File: src/design/irqmap_pkg.sv
// Shared types and constants for the interrupt range map table.
// Holds the request/response beat structs, table entry, status codes and states.
// No dependencies.
package irqmap_pkg;

   localparam int MAX_RANGES_DEF = 8;
   localparam logic [17:0] NUM_LIMIT = 18'd65536;

   typedef enum logic [2:0] {
      STAT_OK       = 3'd0,
      STAT_FULL     = 3'd1,
      STAT_ZERO     = 3'd2,
      STAT_OVERLAP  = 3'd3,
      STAT_NOTFOUND = 3'd4,
      STAT_TOOHIGH  = 3'd5
   } status_type;

   typedef enum logic {
      OP_LOOKUP = 1'b0,
      OP_ADD    = 1'b1
   } opcode_type;

   typedef struct packed {
      logic        opcode;
      logic [15:0] irq_number;
      logic [7:0]  chip_id;
      logic [15:0] start_pos;
      logic        auto_place;
      logic [15:0] pin_count;
   } req_type;

   typedef struct packed {
      logic [2:0]  status;
      logic [7:0]  found_chip;
      logic [15:0] local_pin;
      logic [3:0]  chips_used;
      logic [16:0] top_irq;
   } rsp_type;

   typedef struct packed {
      logic [15:0] first;
      logic [16:0] limit;
      logic [7:0]  chip;
   } entry_type;

   typedef enum logic [2:0] {
      S_IDLE,
      S_ADD_CHK,
      S_SCAN,
      S_CHECK,
      S_SHIFT,
      S_SHIFT_WR,
      S_INSERT
   } state_type;

endpackage

File: src/design/irq_range_map_table.sv
// Interrupt range map table: sorted ranges of global interrupt numbers per chip.
// Depends on irqmap_pkg for beat structs, entry layout, status codes and states.
//
// One beat is taken when start is high and busy is low; busy stays high until the
// result strobe. The table sits in a memory with one write port and a registered
// read port, and one compare unit walks it. A lookup steps through the entries in
// order and resolves on the first whose limit lies above the number, or reports not
// found after passing all entries in use. An add is first put through the full,
// zero-pin and range checks. Otherwise, when the range lies below the top number, it
// scans the entries for its place; it then moves the later entries up one by one and
// writes the new entry.
// rsp_valid is high for exactly one cycle per beat and cannot be stalled.
module irq_range_map_table
   import irqmap_pkg::*;
#(
   parameter int MAX_RANGES = MAX_RANGES_DEF
) (
   input  logic    clock,
   input  logic    reset,
   input  logic    start,
   output logic    busy,
   input  req_type req_data,
   output logic    rsp_valid,
   output rsp_type rsp_data
);

   localparam int IDX_W = (MAX_RANGES > 1) ? $clog2(MAX_RANGES) : 1;
   localparam int CNT_W = $clog2(MAX_RANGES + 1);
   localparam logic [CNT_W-1:0] CNT_MAX = CNT_W'(MAX_RANGES);
   localparam logic [CNT_W-1:0] CNT_ONE = CNT_W'(1);

   state_type        state_ff, state_in;
   req_type          req_ff, req_in;
   logic [CNT_W-1:0] used_ff, used_in;
   logic [16:0]      high_ff, high_in;
   logic [CNT_W-1:0] idx_ff, idx_in;
   logic [CNT_W-1:0] cur_ff, cur_in;
   logic [CNT_W-1:0] spot_ff, spot_in;
   logic [16:0]      pos_ff, pos_in;
   logic [16:0]      end_ff, end_in;
   logic             rsp_valid_ff, rsp_valid_in;
   rsp_type          rsp_ff, rsp_in;

   entry_type        mem [MAX_RANGES];
   entry_type        rd_q_ff;
   logic [IDX_W-1:0] rd_addr;
   logic             mem_we;
   logic [IDX_W-1:0] mem_waddr;
   entry_type        mem_wdata;

   logic [16:0]      cmp_key;
   logic             key_below;
   logic [17:0]      sum_wide;
   logic [16:0]      add_pos;
   logic [CNT_W-1:0] cur_dec;

   assign busy      = (state_ff != S_IDLE);
   assign rsp_valid = rsp_valid_ff;
   assign rsp_data  = rsp_ff;

   always_ff @(posedge clock) begin
      if (mem_we) begin
         mem[mem_waddr] <= mem_wdata;
      end
      rd_q_ff <= mem[rd_addr];
   end

   always_ff @(posedge clock) begin
      if (reset) begin
         state_ff     <= S_IDLE;
         used_ff      <= '0;
         high_ff      <= '0;
         rsp_valid_ff <= 1'b0;
      end else begin
         state_ff     <= state_in;
         used_ff      <= used_in;
         high_ff      <= high_in;
         rsp_valid_ff <= rsp_valid_in;
      end
   end

   always_ff @(posedge clock) begin
      req_ff  <= req_in;
      idx_ff  <= idx_in;
      cur_ff  <= cur_in;
      spot_ff <= spot_in;
      pos_ff  <= pos_in;
      end_ff  <= end_in;
      rsp_ff  <= rsp_in;
   end

   assign cmp_key   = (req_ff.opcode == OP_LOOKUP) ? {1'b0, req_ff.irq_number} : pos_ff;
   assign key_below = (cmp_key < rd_q_ff.limit);
   assign add_pos   = req_ff.auto_place ? high_ff : {1'b0, req_ff.start_pos};
   assign sum_wide  = {1'b0, add_pos} + {2'b00, req_ff.pin_count};
   assign cur_dec   = cur_ff - CNT_ONE;

   always_comb begin
      state_in     = state_ff;
      req_in       = req_ff;
      used_in      = used_ff;
      high_in      = high_ff;
      idx_in       = idx_ff;
      cur_in       = cur_ff;
      spot_in      = spot_ff;
      pos_in       = pos_ff;
      end_in       = end_ff;
      rsp_valid_in = 1'b0;
      rsp_in       = rsp_ff;
      rd_addr      = idx_ff[IDX_W-1:0];
      mem_we       = 1'b0;
      mem_waddr    = cur_ff[IDX_W-1:0];
      mem_wdata    = rd_q_ff;

      rsp_in.found_chip = '0;
      rsp_in.local_pin  = '0;
      rsp_in.chips_used = 4'(used_ff);
      rsp_in.top_irq    = high_ff;

      case (state_ff)
         S_IDLE: begin
            if (start) begin
               req_in   = req_data;
               idx_in   = '0;
               state_in = (req_data.opcode == OP_LOOKUP) ? S_SCAN : S_ADD_CHK;
            end
         end
         S_ADD_CHK: begin
            pos_in = add_pos;
            end_in = sum_wide[16:0];
            idx_in = '0;
            if (used_ff >= CNT_MAX) begin
               rsp_in.status = STAT_FULL;
               rsp_valid_in  = 1'b1;
               state_in      = S_IDLE;
            end else if (req_ff.pin_count == '0) begin
               rsp_in.status = STAT_ZERO;
               rsp_valid_in  = 1'b1;
               state_in      = S_IDLE;
            end else if (sum_wide > NUM_LIMIT) begin
               rsp_in.status = STAT_TOOHIGH;
               rsp_valid_in  = 1'b1;
               state_in      = S_IDLE;
            end else if (add_pos < high_ff) begin
               state_in = S_SCAN;
            end else begin
               spot_in  = used_ff;
               cur_in   = used_ff;
               state_in = S_SHIFT;
            end
         end
         S_SCAN: begin
            if (idx_ff >= used_ff) begin
               if (req_ff.opcode == OP_LOOKUP) begin
                  rsp_in.status = STAT_NOTFOUND;
                  rsp_valid_in  = 1'b1;
                  state_in      = S_IDLE;
               end else begin
                  spot_in  = used_ff;
                  cur_in   = used_ff;
                  state_in = S_SHIFT;
               end
            end else begin
               state_in = S_CHECK;
            end
         end
         S_CHECK: begin
            if (!key_below) begin
               idx_in   = idx_ff + CNT_ONE;
               state_in = S_SCAN;
            end else if (req_ff.opcode == OP_LOOKUP) begin
               if (req_ff.irq_number >= rd_q_ff.first) begin
                  rsp_in.status     = STAT_OK;
                  rsp_in.found_chip = rd_q_ff.chip;
                  rsp_in.local_pin  = req_ff.irq_number - rd_q_ff.first;
               end else begin
                  rsp_in.status = STAT_NOTFOUND;
               end
               rsp_valid_in = 1'b1;
               state_in     = S_IDLE;
            end else if (end_ff > {1'b0, rd_q_ff.first}) begin
               rsp_in.status = STAT_OVERLAP;
               rsp_valid_in  = 1'b1;
               state_in      = S_IDLE;
            end else begin
               spot_in  = idx_ff;
               cur_in   = used_ff;
               state_in = S_SHIFT;
            end
         end
         S_SHIFT: begin
            rd_addr = cur_dec[IDX_W-1:0];
            if (cur_ff > spot_ff) begin
               state_in = S_SHIFT_WR;
            end else begin
               state_in = S_INSERT;
            end
         end
         S_SHIFT_WR: begin
            mem_we    = 1'b1;
            mem_waddr = cur_ff[IDX_W-1:0];
            mem_wdata = rd_q_ff;
            cur_in    = cur_dec;
            state_in  = S_SHIFT;
         end
         S_INSERT: begin
            mem_we          = 1'b1;
            mem_waddr       = spot_ff[IDX_W-1:0];
            mem_wdata.first = pos_ff[15:0];
            mem_wdata.limit = end_ff;
            mem_wdata.chip  = req_ff.chip_id;
            used_in         = used_ff + CNT_ONE;
            high_in         = (end_ff > high_ff) ? end_ff : high_ff;
            rsp_in.status     = STAT_OK;
            rsp_in.chips_used = 4'(used_in);
            rsp_in.top_irq    = high_in;
            rsp_valid_in    = 1'b1;
            state_in        = S_IDLE;
         end
         default: begin
            state_in = S_IDLE;
         end
      endcase
   end

endmodule

File: config.mk
export PLATFORM = sky130hd
export DESIGN_NAME = irq_range_map_table
export DESIGN_NICKNAME = d
export VERILOG_FILES = /design/src/design/irqmap_pkg.sv /design/src/design/irq_range_map_table.sv
export SDC_FILE = /design/constraint.sdc
export NUM_CORES = 1
export LEC_CHECK = 0
export BUFFER_PORTS_ARGS = -buffer_cell sky130_fd_sc_hd__buf_2
export CAP_MARGIN = 0
export CORE_AREA = 2 2 232 234
export CTS_CLUSTER_DIAMETER = 30
export DETAILED_ROUTE_END_ITERATION = 8
export DIE_AREA = 0 0 234 236
export GPL_ROUTABILITY_DRIVEN = 0
export SYNTH_ARGS = -nofsm -noshare
export SYNTH_HDL_FRONTEND = slang
export SYNTH_SLANG_ARGS = --single-unit
File: constraint.sdc
create_clock -name clock -period 11.1 [get_ports clock]
set_input_delay 1.11 -clock clock [delete_from_list [all_inputs] [get_ports clock]]
set_output_delay 1.11 -clock clock [all_outputs]
set_load 0.01 [all_outputs]
Word level (Yosys, flattened, before mapping). Memories as Yosys holds them, arrays and structs flattened. A register that Yosys moved wholly into a read port is not among the register bits. Index checks and enable logic that the tools add are counted.

Bitwise gates (word level): 3. $add $sub $neg: 5. Reduce and logical (&&, ||, !) cells: 14. Eq/ne operators: 20. Muxes and demuxes: 61. $lt $le $gt $ge: 9.

Operator list (number): two-way mux 3 bit (20); two-way mux 4 bit (14); two-way mux 17 bit (3); two-way mux 24 bit (2); two-way mux 41 bit (1); < comparator 17 bit (2); two-way mux 27 bit (1); != test 2 bit (second input constant) (12); one-hot mux 4 bit (3 select lines) (2); two-way mux 21 bit (1); AND reduction 10 bit (2); adder 17 x 16 -> 18 bit (1); greater-than comparator 18 x 17 -> 1 bit (second input constant) (1); one-hot mux 3 bit (6 select lines) (1); greater-than comparator 17 x 16 -> 1 bit (1); greater-than comparator 17 bit (1); greater-or-equal comparator 16 bit (1); zero test 16 bit (1); one-hot mux 4 bit (4 select lines) (1); subtractor 16 bit (1); one-hot mux 3 bit (4 select lines) (1); two-way mux 1 bit (11); == test 3 bit (second input constant) (3); nonzero test 3 bit (3); 19 further kinds (25).

Memories kept: 1. Input port bits: 61. RAM bits: 328. Register bits after elaboration: 177.

Memories: mem (words 8, width 41, read ports 1, clocked after Yosys merged registers in 1, write ports 1, line irq_range_map_table.sv:44) `entry_type mem [MAX_RANGES];`.

Logic depth before layout (Yosys ltp).
Depth after elaboration: 7. Mapped depth: 14. Mapped depth without buffers: 11.

Least setup slack after synthesis. OpenSTA, ideal clock, no wires.

Kind: reg2reg. Start point: register req_ff[16] (netlist name). End point: register cur_ff[0], enable pin. Required time: 10.733 ns. Clock period less this slack: 4.412 ns. Stages on the path, launching flop included: 14. Slack: 6.688 ns. Data arrival time: 4.045 ns. Path through: edfxtp_1 > clkbuf_1 > buf_1 > mux2_2 > ha_1 > fa_1 > a21o_1 > a221oi_4 > xnor2_1 > or4_4 > a221oi_2 > nand4_1 > o31a_1 > nor3b_1.

Word-level cells in the longest chain between the ends: 5.

Ends and longest elaborated chain: start: declaration (line irq_range_map_table.sv:33) `req_type req_ff, req_in;`; start signal: assignment (line irq_range_map_table.sv:83) `req_ff <= req_in;`; two-way mux 17 bit (line irq_range_map_table.sv:94) `assign add_pos = req_ff.auto_place ? high_ff : {1'b0, req_ff.start_pos};`; net add_pos[0] (line irq_range_map_table.sv:54) `logic [16:0] add_pos;`; adder 17 x 16 -> 18 bit (line irq_range_map_table.sv:95) `assign sum_wide = {1'b0, add_pos} + {2'b00, req_ff.pin_count};`; net sum_wide[6] (line irq_range_map_table.sv:53) `logic [17:0] sum_wide;`; greater-than comparator 18 x 17 -> 1 bit (line irq_range_map_table.sv:140) `end else if (sum_wide > NUM_LIMIT) begin`; != test 2 bit (no line); AND reduction 10 bit (no line); end signal: assignment (line irq_range_map_table.sv:85) `cur_ff <= cur_in;`; end: declaration (line irq_range_map_table.sv:37) `logic [CNT_W-1:0] cur_ff, cur_in;`.

The timed path passes the listed nets, and every way through them passes these cells. A chain may end at the register's enable or synchronous reset.

Final worst setup path. Same ends and word-level chain as after synthesis.

==> flow_metrics.py <==
metrics = {
    "synth": {
        "ys.flop_type": "edfxtp_1",
        "muxShareOfSynthArea_pct": 12.9,
        "syn_area_sq_mm": 0.0235,
        "synth_cell_types": 70,
        "synth-async-reset-ratio_pct": 0,
        "ys_seq_area_share_pct": 65.0,
        "yosysWarnings": 0,
        "synth_area_leader_cell": "edfxtp_1",
        "synth_fp_nets": 1723,
        "synth_top_family_by_area": "multiplexers",
        "synth_seq_cells": 546,
        "yosysTopAreaCellShare_pct": 55.5,
        "syn_avg_cell_area_sq_um": 15.2,
        "synth-compound-area-share_pct": 7.02,
        "synthAdderAreaFrac_pct": 5.91,
        "synth_edf_count": 435,
        "synth_most_common_cell": "edfxtp_1",
        "synth_xor_area_share_pct": 0.744,
        "synth_common_cells": "edfxtp_1 (435), dfxtp_1 (111), ha_1 (108)",
        "yosys-top-cells-area": "edfxtp_1 (56%), dfxtp_1 (9.4%), mux4_2 (7.8%)",
        "netlist_instances": 1552,
        "yosys.area_share.simple_pct": 6.05,
    },
    "clocking": {
        "post-cts-setup-buffer-count": 0,
        "clock_path_buffers": 3,
        "cts-root-buf": "clkbuf_16",
        "clk_pin_slew_worst_paths_ns": 0.05,
        "cts_buffers": 114,
        "worstSkewPairLatency_ns": 0.68,
        "htreeDepth": 3,
        "cts_resized": 0,
        "cts_sinks": 546,
        "ctsHoldBuffers": 0,
        "cts_tree": "built",
    },
    "sta": {
        "fin_crit_sh_pct": 43.4,
        "max_freq_ghz": 0.208,
        "finalSetupViolations": 0,
        "finalMaxSlewViolations": 0,
        "fin_crit_ns": 4.81,
        "fin_tns_setup_ns": 0,
        "slew_headroom_pct": 33.5,
        "rsz0062_at_grt": "no",
        "tightest_slew_ns": 0.997,
        "hold_viol_final": 0,
        "clock_skew_ns": 0.0613,
        "timing.final.ws_setup_ns": 6.29,
    },
    "global_route": {
        "grt_pass1_vias": 14200,
        "grt.total_usage_pct": 20.8,
        "gr-total-overflow": 0,
        "antenna_found_initial": 0,
        "grt_max_degree": 84,
        "grt_pass1_wl_um": 85300,
    },
    "setup_path": {
        "crit_buf_inv": 0,
        "path_class": "reg2reg",
        "worstPathArrival_ns": 5.10,
        "cp_max_fo": 19,
        "cp.required_ns": 11.39,
        "cp_slowest_cell": "edfxtp_1",
        "critPathCaptureType": "flop",
        "path_cells": "mux2_2 -> ha_1 -> fa_1 -> a21o_1 -> a221oi_4 -> xnor2_1 -> or4_4 -> a221oi_2 -> nand4_1 -> o31a_1 -> nor3b_1",
        "path_delay_family": "simple AND/OR/NAND/NOR gates",
        "critPathLaunchType": "flop",
        "critPathMaxStageDelay_ns": 0.90,
    },
    "floorplan": {
        "core_area_sq_mm": 0.0531,
        "die_width_um": 234,
        "dieArea_sq_mm": 0.0552,
        "num_rows": 85,
        "start_util_pct": 44.3,
        "pin_count": 111,
        "die_h_um": 236,
    },
    "pwr": {
        "total_leakage_power_uw": 0.0108,
        "total_power_uw": 7570,
        "powerDensity_mw_per_mm2": 259,
        "ir_drop_mv": 0.141,
    },
    "finish": {
        "num_antenna_cells": 0,
        "utilization_pct": 55.0,
        "layout.cells.non_filler": 2536,
        "area_growth_pct": 24.0,
        "fin_nets": 1913,
        "layout-drive-gt1-share_pct": 28.3,
    },
    "placement": {
        "place_inst": 2322,
        "dpl_worst_slack_ns": 6.26,
        "hpwl_um": 34600,
        "port-buffer-count": 110,
    },
    "route": {
        "drc": 0,
        "ant_nets": 0,
        "vias": 14000,
        "drt_pre_antenna_iters": 5,
        "wl_per_cell_um": 22.1,
        "drt_iter0_markers": 1045,
        "via_per_inst": 5.52,
        "drt_wl_total_um": 56100,
    },
    "min_path": {
        "hold_path_class": "reg2reg",
    },
    "run_status": {
        "outcome": "finished clean",
    },
    "job": {
        "maxCapViolCount": 0,
    },
}
[sequential cells by signal, indices dropped and copies added, names as in the netlist]
register,count
mem,328
pos_ff,17
idx_ff,4
rsp_data,48
end_ff,17
rsp_valid,1
used_ff,4
cur_ff,4
req_ff,58
spot_ff,4
state_ff,3
rd_q_ff,41
high_ff,17
[placed cells by master, fill, tap and decap left out, types with 72 or more instances in the layout]
| cell type | count |
|---|---|
| edfxtp_1 | 435 |
| clkbuf_16 | 114 |
| dfxtp_1 | 111 |
| buf_2 | 110 |
| ha_1 | 108 |
| inv_1 | 94 |
| mux2_2 | 88 |
| mux4_2 | 82 |
| o21ai_0 | 77 |
| nand2_1 | 72 |
[logic make-up (layout without fill, tap and decap cells)]
kind of cell    count (synthesis)  after routing
simple gates                  286            286
flops                         546            546
fa+ha+maj                     110            110
compound gates                253            253
mux                           189            189
xor+xnor                       20             20
buf+inv                       148            436
[power breakdown]
| part | total [uW] | switching [uW] | internal [uW] |
|---|---|---|---|
| Clock | 3590 | 1140 | 2450 |
| Combinational | 1330 | 797 | 535 |
| Sequential | 2650 | 108 | 2540 |
[layout make-up]
class / count / area, sq um
Tap cell: 696 / 871
Inverter: 94 / 353
Clock buffer: 133 / 3020
Clock inverter: 81 / 1160
Timing Repair Buffer: 128 / 686
Multi-Input combinational cell: 858 / 7790
Fill cell: 4254 / 23900
Sequential cell: 546 / 15300
[worst reg2reg max path, stage by stage (launching register included)]
cell and delay, ns:
edfxtp_1 0.90, mux2_2 0.43, ha_1 0.22, fa_1 0.43
a21o_1 0.23, a221oi_4 0.33, xnor2_1 0.14, or4_4 0.55
a221oi_2 0.20, nand4_1 0.19, o31a_1 0.32, nor3b_1 0.54
[per-stage QoR]
step	instance area, sq um	hold WS [ns]
global placement	25000	0.415
detailed placement	25000	0.422
finish	29200	0.422
floorplan	23500	0.410
global route	29200	0.442
CTS	29200	0.429
[final timing paths]
check             depth (start not counted)  slack (ns)  startpoint           end
setup / recovery                         11        6.29  req_ff[16]     cur_ff[0]
hold / removal                            2        0.42  rd_q_ff[6]  rsp_data[43]
setup reg to reg                         11        6.29  req_ff[16]     cur_ff[0]
hold reg to reg                           2        0.42  rd_q_ff[6]  rsp_data[43]
[routing by layer]
metal	GRT usage (%)	vias to the layer above	share of wire (%)	wire (um)
li1	-	6402	-	-
met1	29.2	7021	45	25100
met2	32.6	499	47	26500
met3	4.33	83	6.1	3440
met4	6.29	0	2.0	1110
met5	0	-	0	0
(Power assumes the default switching activity.)
